[config.mk]
export PLATFORM = sky130hd
export DESIGN_NAME = multiturn_encoder_tracker
export DESIGN_NICKNAME = d
export VERILOG_FILES = /design/src/design/mte_pkg.sv /design/src/design/mte_front.sv /design/src/design/mte_queue.sv /design/src/design/mte_back.sv /design/src/design/multiturn_encoder_tracker.sv
export SDC_FILE = /design/constraint.sdc
export NUM_CORES = 2
export LEC_CHECK = 0
export ABC_CLOCK_PERIOD_IN_PS = 33700
export BUFFER_PORTS_ARGS = -buffer_cell sky130_fd_sc_hd__buf_2
export CAP_MARGIN = 20
export CORE_UTILIZATION = 52
export CTS_CLUSTER_DIAMETER = 50
export DETAILED_ROUTE_END_ITERATION = 8
export PLACE_DENSITY = 0.74
export SLEW_MARGIN = 25
export SYNTH_ARGS = -nofsm -noshare
export SYNTH_HDL_FRONTEND = slang
export SYNTH_SLANG_ARGS = --single-unit
[constraint.sdc]
create_clock -name i_clk -period 33.7 [get_ports i_clk]
set_clock_uncertainty 0.2 [all_clocks]
set_input_delay 1.685 -clock i_clk [delete_from_list [all_inputs] [get_ports i_clk]]
set_output_delay 1.685 -clock i_clk [all_outputs]
set_load 0.02 [all_outputs]
[src/design/mte_pkg.sv]
// Shared types and constants for the multi-turn encoder tracker.
// No dependencies; every other design file imports this package.
package mte_pkg;

    localparam int ANGLE_BITS_DEF = 12;
    localparam int TURN_BITS_DEF  = 16;
    localparam int STATUS_W       = 6;
    localparam int FRAME_W        = 18;
    localparam int DATA_W         = 32;
    localparam int GAIN_W         = 24;
    localparam int GAIN_FRAC      = 16;
    localparam int WRAP_W         = 12;
    localparam int OUT_ANGLE_W    = 12;
    localparam int OUT_TURNS_W    = 16;
    localparam int QUEUE_DEPTH    = 4;
    localparam int CFG_ADDR_W     = 2;

    localparam logic [GAIN_W-1:0] GAIN_RESET      = 24'd65536;
    localparam logic [WRAP_W-1:0] WRAP_HIGH_RESET = 12'd3900;
    localparam logic [WRAP_W-1:0] WRAP_LOW_RESET  = 12'd195;

    localparam logic [DATA_W-1:0] POS_MAX = 32'h7FFF_FFFF;
    localparam logic [DATA_W-1:0] POS_MIN = 32'h8000_0000;

    // Item commands.
    localparam logic CMD_FRAME = 1'b0;
    localparam logic CMD_SET   = 1'b1;

    typedef enum logic [CFG_ADDR_W-1:0] {
        CFG_GAIN      = 2'd0,
        CFG_WRAP_HIGH = 2'd1,
        CFG_WRAP_LOW  = 2'd2
    } t_cfg_idx;

    typedef struct packed {
        logic [GAIN_W-1:0] gain;
        logic [WRAP_W-1:0] wrap_high;
        logic [WRAP_W-1:0] wrap_low;
    } t_cfg;

    typedef struct packed {
        logic full;
        logic empty;
    } t_q_stat;

endpackage

[src/design/mte_front.sv]
// Front end of the encoder tracker: accepts items, unwraps the angle into a turn count.
// Depends on mte_pkg; feeds mte_queue.
module mte_front import mte_pkg::*; #(
    parameter int ANGLE_BITS = ANGLE_BITS_DEF,
    parameter int TURN_BITS  = TURN_BITS_DEF,
    localparam int ENTRY_W   = 1 + ANGLE_BITS + TURN_BITS + STATUS_W + DATA_W
) (
    input  logic               i_clk,
    input  logic               i_rst_n,
    input  t_cfg               i_cfg,
    input  logic               i_valid,
    input  logic               i_cmd,
    input  logic [FRAME_W-1:0] i_frame,
    input  logic [DATA_W-1:0]  i_desired,
    input  t_q_stat            i_q_stat,
    output logic               o_ready,
    output logic               o_push,
    output logic [ENTRY_W-1:0] o_entry
);

    localparam int CMP_W = (ANGLE_BITS > WRAP_W) ? ANGLE_BITS : WRAP_W;
    localparam logic signed [TURN_BITS-1:0] TURN_MAX = {1'b0, {(TURN_BITS-1){1'b1}}};
    localparam logic signed [TURN_BITS-1:0] TURN_MIN = {1'b1, {(TURN_BITS-1){1'b0}}};

    logic [ANGLE_BITS-1:0]       r_last_angle, n_last_angle;
    logic                        r_primed, n_primed;
    logic signed [TURN_BITS-1:0] r_turns, n_turns;
    logic [STATUS_W-1:0]         r_status, n_status;

    logic [FRAME_W-1:0]    w_shift;
    logic [ANGLE_BITS-1:0] w_angle;
    logic                  w_accept, w_wrap_up, w_wrap_dn;

    assign w_shift  = i_frame >> STATUS_W;
    assign w_angle  = ANGLE_BITS'(w_shift);
    assign w_accept = i_valid && !i_q_stat.full;

    // Wrap detection: previous sample near the top and new one near zero, or the reverse.
    assign w_wrap_up = (CMP_W'(r_last_angle) > CMP_W'(i_cfg.wrap_high)) &&
                       (CMP_W'(w_angle) < CMP_W'(i_cfg.wrap_low));
    assign w_wrap_dn = (CMP_W'(r_last_angle) < CMP_W'(i_cfg.wrap_low)) &&
                       (CMP_W'(w_angle) > CMP_W'(i_cfg.wrap_high));

    always_comb begin
        n_last_angle = r_last_angle;
        n_primed     = r_primed;
        n_turns      = r_turns;
        n_status     = r_status;
        case (i_cmd)
            CMD_FRAME: begin
                n_last_angle = w_angle;
                n_primed     = 1'b1;
                n_status     = i_frame[STATUS_W-1:0];
                if (r_primed) begin
                    if (w_wrap_up) begin
                        if (r_turns != TURN_MAX) n_turns = r_turns + 1'b1;
                    end else if (w_wrap_dn) begin
                        if (r_turns != TURN_MIN) n_turns = r_turns - 1'b1;
                    end
                end
            end
            CMD_SET: begin
                n_primed = r_primed;
            end
            default: begin
                n_primed = r_primed;
            end
        endcase
    end

    always_ff @(posedge i_clk) begin
        if (!i_rst_n) begin
            r_last_angle <= '0;
            r_primed     <= 1'b0;
            r_turns      <= '0;
            r_status     <= '0;
        end else if (w_accept) begin
            r_last_angle <= n_last_angle;
            r_primed     <= n_primed;
            r_turns      <= n_turns;
            r_status     <= n_status;
        end
    end

    assign o_ready = !i_q_stat.full;
    assign o_push  = w_accept;
    assign o_entry = {i_desired, n_status, n_turns, n_last_angle, i_cmd};

endmodule

[src/design/mte_queue.sv]
// Short register queue between the front end and the back end.
// Depends on mte_pkg for the status struct.
module mte_queue import mte_pkg::*; #(
    parameter int WIDTH = 8,
    parameter int DEPTH = QUEUE_DEPTH
) (
    input  logic             i_clk,
    input  logic             i_rst_n,
    input  logic             i_push,
    input  logic [WIDTH-1:0] i_data,
    input  logic             i_pop,
    output logic [WIDTH-1:0] o_data,
    output t_q_stat          o_stat
);

    localparam int PTR_W = (DEPTH > 1) ? $clog2(DEPTH) : 1;
    localparam int CNT_W = $clog2(DEPTH + 1);

    logic [WIDTH-1:0] r_mem [DEPTH];
    logic [PTR_W-1:0] r_wr_ptr, r_rd_ptr;
    logic [CNT_W-1:0] r_count;
    logic             w_push, w_pop;

    assign o_stat.full  = (r_count == CNT_W'(DEPTH));
    assign o_stat.empty = (r_count == '0);
    assign w_push = i_push && !o_stat.full;
    assign w_pop  = i_pop && !o_stat.empty;

    always_ff @(posedge i_clk) begin
        if (w_push) r_mem[r_wr_ptr] <= i_data;
    end

    assign o_data = r_mem[r_rd_ptr];

    always_ff @(posedge i_clk) begin
        if (!i_rst_n) begin
            r_wr_ptr <= '0;
            r_rd_ptr <= '0;
            r_count  <= '0;
        end else begin
            if (w_push) begin
                r_wr_ptr <= (r_wr_ptr == PTR_W'(DEPTH - 1)) ? '0 : r_wr_ptr + 1'b1;
            end
            if (w_pop) begin
                r_rd_ptr <= (r_rd_ptr == PTR_W'(DEPTH - 1)) ? '0 : r_rd_ptr + 1'b1;
            end
            if (w_push && !w_pop) r_count <= r_count + 1'b1;
            else if (w_pop && !w_push) r_count <= r_count - 1'b1;
        end
    end

endmodule

[src/design/mte_back.sv]
// Back end of the encoder tracker: scaling pipeline, offset state and output register.
// Depends on mte_pkg; drains mte_queue.
module mte_back import mte_pkg::*; #(
    parameter int ANGLE_BITS = ANGLE_BITS_DEF,
    parameter int TURN_BITS  = TURN_BITS_DEF,
    localparam int ENTRY_W   = 1 + ANGLE_BITS + TURN_BITS + STATUS_W + DATA_W
) (
    input  logic                   i_clk,
    input  logic                   i_rst_n,
    input  logic [GAIN_W-1:0]      i_gain,
    input  t_q_stat                i_q_stat,
    input  logic [ENTRY_W-1:0]     i_entry,
    output logic                   o_pop,
    output logic                   o_valid,
    input  logic                   i_ready,
    output logic [OUT_ANGLE_W-1:0] o_angle,
    output logic [OUT_TURNS_W-1:0] o_turns,
    output logic [DATA_W-1:0]      o_position,
    output logic [STATUS_W-1:0]    o_status
);

    localparam int RAW_W  = TURN_BITS + ANGLE_BITS;
    localparam int LO_W   = (RAW_W + 1) / 2;
    localparam int HI_W   = RAW_W - LO_W;
    localparam int PL_W   = LO_W + GAIN_W;
    localparam int PH_W   = HI_W + GAIN_W;
    localparam int P_W    = RAW_W + GAIN_W;
    localparam int Q_W    = P_W - GAIN_FRAC;
    localparam int QX_W   = (Q_W > DATA_W + 1) ? Q_W : DATA_W + 1;
    localparam int TURN_LSB = 1 + ANGLE_BITS;
    localparam int STAT_LSB = TURN_LSB + TURN_BITS;
    localparam int DES_LSB  = STAT_LSB + STATUS_W;

    function automatic logic [DATA_W-1:0] sat33(input logic [DATA_W:0] v);
        logic [DATA_W-1:0] res;
        if (v[DATA_W] != v[DATA_W-1]) res = v[DATA_W] ? POS_MIN : POS_MAX;
        else res = v[DATA_W-1:0];
        return res;
    endfunction

    logic w_en;

    // Stage 1: magnitude of the signed multi-turn count.
    logic               r_v1, r_neg1;
    logic [RAW_W-1:0]   r_mag1;
    logic [ENTRY_W-1:0] r_e1;
    logic [RAW_W-1:0]   w_raw, w_mag;

    // Stage 2: two partial products against the gain.
    logic               r_v2, r_neg2;
    logic [PL_W-1:0]    r_pp_lo;
    logic [PH_W-1:0]    r_pp_hi;
    logic [ENTRY_W-1:0] r_e2;

    // Stage 3: product sum with the fraction dropped.
    logic               r_v3, r_neg3;
    logic [Q_W-1:0]     r_q3;
    logic [ENTRY_W-1:0] r_e3;
    logic [P_W-1:0]     w_prod;

    // Stage 4: saturation and state update.
    logic               r_v4;
    logic [DATA_W-1:0]  r_a4, r_b4;
    logic [ENTRY_W-1:0] r_e4;
    logic [DATA_W-1:0]  r_scaled, r_offset;
    logic [QX_W-1:0]    w_qx;
    logic               w_ovf;
    logic [DATA_W-1:0]  w_scaled, w_new_off;
    logic [DATA_W:0]    w_diff;

    // Output register.
    logic               r_out_valid;
    logic [DATA_W-1:0]  r_out_pos;
    logic [ENTRY_W-1:0] r_out_e;
    logic [DATA_W:0]    w_sum;
    logic signed [TURN_BITS-1:0] w_out_turns;

    assign w_en  = !r_out_valid || i_ready;
    assign o_pop = w_en && !i_q_stat.empty;

    assign w_raw = i_entry[STAT_LSB-1:1];
    assign w_mag = w_raw[RAW_W-1] ? RAW_W'(-w_raw) : w_raw;

    assign w_prod = (P_W'(r_pp_hi) << LO_W) + P_W'(r_pp_lo);

    assign w_qx  = QX_W'(r_q3);
    assign w_ovf = |w_qx[QX_W-1:DATA_W-1];
    always_comb begin
        if (r_neg3) w_scaled = w_ovf ? POS_MIN : DATA_W'(-w_qx[DATA_W-1:0]);
        else w_scaled = w_ovf ? POS_MAX : w_qx[DATA_W-1:0];
    end
    assign w_diff    = {r_e3[ENTRY_W-1], r_e3[ENTRY_W-1:DES_LSB]} -
                       {r_scaled[DATA_W-1], r_scaled};
    assign w_new_off = sat33(w_diff);
    assign w_sum     = {r_a4[DATA_W-1], r_a4} + {r_b4[DATA_W-1], r_b4};

    always_ff @(posedge i_clk) begin
        if (!i_rst_n) begin
            r_v1        <= 1'b0;
            r_v2        <= 1'b0;
            r_v3        <= 1'b0;
            r_v4        <= 1'b0;
            r_out_valid <= 1'b0;
            r_scaled    <= '0;
            r_offset    <= '0;
        end else if (w_en) begin
            r_v1        <= o_pop;
            r_v2        <= r_v1;
            r_v3        <= r_v2;
            r_v4        <= r_v3;
            r_out_valid <= r_v4;
            if (r_v3) begin
                case (r_e3[0])
                    CMD_FRAME: r_scaled <= w_scaled;
                    CMD_SET:   r_offset <= w_new_off;
                    default:   r_offset <= r_offset;
                endcase
            end
        end
    end

    always_ff @(posedge i_clk) begin
        if (w_en) begin
            r_e1     <= i_entry;
            r_neg1   <= w_raw[RAW_W-1];
            r_mag1   <= w_mag;
            r_e2     <= r_e1;
            r_neg2   <= r_neg1;
            r_pp_lo  <= PL_W'(r_mag1[LO_W-1:0]) * PL_W'(i_gain);
            r_pp_hi  <= PH_W'(r_mag1[RAW_W-1:LO_W]) * PH_W'(i_gain);
            r_e3     <= r_e2;
            r_neg3   <= r_neg2;
            r_q3     <= w_prod[P_W-1:GAIN_FRAC];
            r_e4     <= r_e3;
            // The pair summed at the output is the state as this item leaves it.
            case (r_e3[0])
                CMD_FRAME: begin
                    r_a4 <= w_scaled;
                    r_b4 <= r_offset;
                end
                CMD_SET: begin
                    r_a4 <= r_scaled;
                    r_b4 <= w_new_off;
                end
                default: begin
                    r_a4 <= r_scaled;
                    r_b4 <= r_offset;
                end
            endcase
            r_out_e   <= r_e4;
            r_out_pos <= sat33(w_sum);
        end
    end

    assign w_out_turns = r_out_e[STAT_LSB-1:TURN_LSB];
    assign o_valid     = r_out_valid;
    assign o_angle     = OUT_ANGLE_W'(r_out_e[TURN_LSB-1:1]);
    assign o_turns     = OUT_TURNS_W'(w_out_turns);
    assign o_position  = r_out_pos;
    assign o_status    = r_out_e[DES_LSB-1:STAT_LSB];

endmodule

[src/design/multiturn_encoder_tracker.sv]
// Multi-turn absolute encoder tracker, top level.
// Throughput: one item per cycle while the output side does not stall, set by the
// five-register back-end pipeline that holds the gain multiply and the offset adder.
// Reset (synchronous, active low) restores the register defaults and clears all
// tracking state; no clearing pass follows, the block is ready the next cycle.
module multiturn_encoder_tracker import mte_pkg::*; #(
    parameter int ANGLE_BITS = ANGLE_BITS_DEF,
    parameter int TURN_BITS  = TURN_BITS_DEF
) (
    input  logic                  i_clk,
    input  logic                  i_rst_n,
    // Configuration write port: gain, wrap high and wrap low thresholds.
    input  logic                  i_cfg_we,
    input  logic [CFG_ADDR_W-1:0] i_cfg_addr,
    input  logic [GAIN_W-1:0]     i_cfg_wdata,
    // Input stream.
    input  logic                  s_axis_tvalid,
    output logic                  s_axis_tready,
    // tdata, from bit 0 up: frame[17:0], desired_position[49:18], zero pad[55:50].
    input  logic [55:0]           s_axis_tdata,
    // tuser: cmd (0 sensor frame, 1 set position).
    input  logic                  s_axis_tuser,
    // Output stream.
    output logic                  m_axis_tvalid,
    input  logic                  m_axis_tready,
    // tdata, from bit 0 up: angle[11:0], turns[27:12], position[59:28],
    // field_state[61:60], linearity_alarm[62], cordic_overflow[63],
    // startup_done[64], zero pad[71:65].
    output logic [71:0]           m_axis_tdata
);

    localparam int ENTRY_W = 1 + ANGLE_BITS + TURN_BITS + STATUS_W + DATA_W;

    // Configuration registers. Write only while the pipeline is empty (the
    // block does not enforce it), for stable thresholds and gain per item.
    t_cfg r_cfg, n_cfg;

    always_comb begin
        n_cfg = r_cfg;
        if (i_cfg_we) begin
            unique case (t_cfg_idx'(i_cfg_addr))
                CFG_GAIN:      n_cfg.gain      = i_cfg_wdata;
                CFG_WRAP_HIGH: n_cfg.wrap_high = i_cfg_wdata[WRAP_W-1:0];
                CFG_WRAP_LOW:  n_cfg.wrap_low  = i_cfg_wdata[WRAP_W-1:0];
                default:       n_cfg = r_cfg;
            endcase
        end
    end

    always_ff @(posedge i_clk) begin
        if (!i_rst_n) begin
            r_cfg.gain      <= GAIN_RESET;
            r_cfg.wrap_high <= WRAP_HIGH_RESET;
            r_cfg.wrap_low  <= WRAP_LOW_RESET;
        end else begin
            r_cfg <= n_cfg;
        end
    end

    // The front end does the turn unwrapping in the cycle of the transfer and
    // pushes a complete work entry; the queue lets it keep accepting while the
    // back end is held by a stalled output.
    logic               w_push, w_pop;
    logic [ENTRY_W-1:0] w_push_entry, w_pop_entry;
    t_q_stat            w_q_stat;
    logic [STATUS_W-1:0] w_status;
    logic [OUT_ANGLE_W-1:0] w_angle;
    logic [OUT_TURNS_W-1:0] w_turns;
    logic [DATA_W-1:0]      w_position;

    mte_front #(
        .ANGLE_BITS (ANGLE_BITS),
        .TURN_BITS  (TURN_BITS)
    ) u_front (
        .i_clk     (i_clk),
        .i_rst_n   (i_rst_n),
        .i_cfg     (r_cfg),
        .i_valid   (s_axis_tvalid),
        .i_cmd     (s_axis_tuser),
        .i_frame   (s_axis_tdata[FRAME_W-1:0]),
        .i_desired (s_axis_tdata[FRAME_W+DATA_W-1:FRAME_W]),
        .i_q_stat  (w_q_stat),
        .o_ready   (s_axis_tready),
        .o_push    (w_push),
        .o_entry   (w_push_entry)
    );

    mte_queue #(
        .WIDTH (ENTRY_W),
        .DEPTH (QUEUE_DEPTH)
    ) u_queue (
        .i_clk   (i_clk),
        .i_rst_n (i_rst_n),
        .i_push  (w_push),
        .i_data  (w_push_entry),
        .i_pop   (w_pop),
        .o_data  (w_pop_entry),
        .o_stat  (w_q_stat)
    );

    // The back end scales by the gain, keeps the scaled position and offset,
    // and holds the finished result in its output register.
    mte_back #(
        .ANGLE_BITS (ANGLE_BITS),
        .TURN_BITS  (TURN_BITS)
    ) u_back (
        .i_clk      (i_clk),
        .i_rst_n    (i_rst_n),
        .i_gain     (r_cfg.gain),
        .i_q_stat   (w_q_stat),
        .i_entry    (w_pop_entry),
        .o_pop      (w_pop),
        .o_valid    (m_axis_tvalid),
        .i_ready    (m_axis_tready),
        .o_angle    (w_angle),
        .o_turns    (w_turns),
        .o_position (w_position),
        .o_status   (w_status)
    );

    // Status bit zero of the sensor frame is not reported.
    assign m_axis_tdata = {7'd0, w_status[STATUS_W-1:1], w_position, w_turns, w_angle};

endmodule

==> summary.txt <==
instance count of the mapped netlist - 5301
dpl cells - 6770
Crit Path Class - flip-flop to flip-flop
Final Cycle Share - 22.9%
Crit Path Max Fanout - 15
Final Critical Period - 7.72 ns
final-stage net count - 6319
Clock Latency Late Sink - 0.68 ns
setup_tns - 0 ns
# IOs - 162
ys flop type - edfxtp_1
Worst setup SP type - flip-flop
Die H - 341 um
Seq cells post-synth - 909
clock buffer depth - 3
antenna violations before repair - 6
Yosys cell types - 101
register area - 25700 um2
CTS resizes - 0
Die X - 341 um
P_int - 3210 uW
post-route ant nets - 0
Setup Slack @ Placement - 26.01 ns
CP Capture Type - flip-flop
Num CTS Buffers - 100
outcome - completed
fraction of registers with async set/reset - 0%
post-synthesis sequential area ratio - 42.9%
# H-tree levels - 3
Hold Buf Count CTS - 0
pwr/cell area - 80.5 nW/um2
Total Wirelength - 133 mm
crit path DAT - 7.91 ns
Yosys warnings - 0
CP Data Required Time - 33.88 ns
Max Freq - 0.129 GHz
Slew headroom - 28.4%
Final Instance Area - 65500 um2
most common cell after layout, fill and taps aside - edfxtp_1
Row Count - 124
1st-iter DRT viols - 2880
sequential share of power - 38.1%
Setup Buffers After CTS - 0
Gate power share - 40.9%
Max-cap violations - 0
Root Driver - clkbuf_16
die area - 117000 um2
max-slew violations - 0
Placed Area - 62000 um2
core box area - 114000 um2
Avg Cell Area, Syn - 11.3 um2
Final Hold Viols - 0
Clock transition at path regs - 0.06 ns
Post-route DRC - 0
GPL Wtd Cong - 0.917
commonest cells after routing, fill and taps aside - edfxtp_1 (749), nand2_1 (708), inv_1 (674), fa_1 (524), ha_1 (346)
Multi-input gate area - 30700 um2
Final Power - 5270 uW
Netlist Area Pre-Place - 59900 um2
DR vias/cell - 5.56
Detailed Place HPWL - 96.3 mm
fillers - 9279
worst slew pin tran - 1.07 ns
Min-Delay Path Class - flip-flop to flip-flop
Area Overhead vs Synth - 9.36%
RSZ-0062 raised after global routing - no
peak supply drop - 0.0595 mV
vias in the first global route - 39500
wire length per cell - 19.1 um
switching share of power - 39.1%
Clock Sink Count - 909
vias - 38700
global-route wire length before repair - 212 mm
final-report setup violation count - 0
Global Route Usage Sum - 23.0%
layout cells sized above 1 - 9.47%
Clock power frac - 21.0%
GR Overflow Total - 0
initial core utilization - 52.4%
CTS tree - done
drt pass-1 iters - 7
port buffer count - 147
EDFF count, synth - 749
filler-free cell count of the finished design - 6960
Leak Pwr - 0.0276 uW
P_sw - 2060 uW
final setup margin - 25.98 ns
largest net degree at the start of global routing - 195
-- through the flow --
stage / utilization (%) / hold WS [ns]
2_1_floorplan: - / 0.200
3_3_place_gp: 54.2 / 0.201
3_5_place_dp: 54.3 / 0.205
4_1_cts: 57.3 / 0.212
5_1_grt: 57.4 / 0.218
6_report: 57.4 / 0.213
-- sequential cells by signal (all words and copies together), names as in the netlist, 2 cells and up, named ones only --
name,flops
u_back.o_position,32
u_back.r_mag1,27
r_cfg,48
u_queue.r_mem,264
u_back.r_e4,33
u_back.r_e1,66
u_front.r_status,5
u_back.r_e3,66
u_queue.r_wr_ptr,2
u_back.r_pp_hi,38
u_queue.r_count,3
u_back.r_b4,32
u_back.r_q3,36
u_back.r_scaled,32
u_front.r_last_angle,12
u_back.r_pp_lo,24
u_back.r_offset,32
u_back.r_a4,32
u_front.r_turns,16
u_back.r_out_e,33
u_queue.r_rd_ptr,2
u_back.r_e2,66
-- final cells by class --
class	count	area share, %
inverter	676	3.89
clock inverter	69	1.25
sequential	909	39.2
timing repair buffer	195	1.85
tap	1512	2.89
antenna	1	0.00382
multi-input combinational	3479	46.9
clock buffer	119	3.99
-- critical path, cell delays in order, from the launching register on --
cell and delay, ns:
dfxtp_1 0.79, buf_4 0.36, nand2_1 0.11, fa_1 0.57, inv_1 0.06, fa_1 0.46, fa_1 0.52, fa_1 0.51
fa_1 0.49, inv_1 0.05, fa_1 0.47, inv_1 0.04, ha_1 0.32, a221o_1 0.32, a31oi_1 0.14, o31ai_1 0.10
a41oi_1 0.55, nor4_1 0.16, o21ai_0 0.29, a31oi_1 0.22, and4_1 0.25, nor3_1 0.44
-- per-layer routing --
metal	global-route usage, %	vias to the layer above	wire [um]
met5	0	-	40
met4	8.84	6	4670
met3	3.08	237	7990
met2	39.6	1202	65500
met1	29.7	19200	54400
li1	-	18000	-
-- synth_stat cells (47+ instances only) --
master | count | area share (%)
a21o_1 | 66 | 0.83
a21oi_1 | 256 | 2.1
and2_1 | 311 | 3.2
clkbuf_1 | 201 | 1.3
dfxtp_1 | 160 | 5.3
edfxtp_1 | 749 | 38
fa_1 | 524 | 18
ha_1 | 346 | 7.2
inv_1 | 676 | 4.2
mux4_2 | 65 | 2.4
nand2_1 | 709 | 4.4
nand3_1 | 47 | 0.39
nor2_1 | 211 | 1.3
o21ai_0 | 165 | 1.4
xnor2_1 | 111 | 1.6
xor2_1 | 77 | 1.1
-- worst paths after layout --
check	slack, ns	cells past startpoint	from	endpoint
hold / removal	0.21	0	u_back.r_e3[20]	u_back.r_e4[20]
setup reg to reg	25.98	21	r_cfg[36]	u_back.r_pp_lo[37]
setup / recovery	25.98	21	r_cfg[36]	u_back.r_pp_lo[37]
hold reg to reg	0.21	0	u_back.r_e3[20]	u_back.r_e4[20]
-- cell families after synthesis --
group / Yosys count / synth area share (%)
simple gates: 1533 / 12.1
buf+inv: 919 / 5.94
flops: 909 / 42.9
fa+ha+maj: 876 / 24.8
compound gates: 775 / 8.33
xor+xnor: 188 / 2.75
mux: 100 / 3.08
other cells: 1 / 0.00626
-- power groups by stage --
stage / logic (uW) / clock network, uW / registers [uW]
floorplan: 1650 / 0 / 1870
global placement: 2090 / 0 / 2010
detailed placement: 2140 / 0 / 2020
CTS: 2160 / 1130 / 2010
global route: 2410 / 1170 / 2040
finish: 2160 / 1110 / 2010
Note: power is estimated with default switching activity, not from simulation.
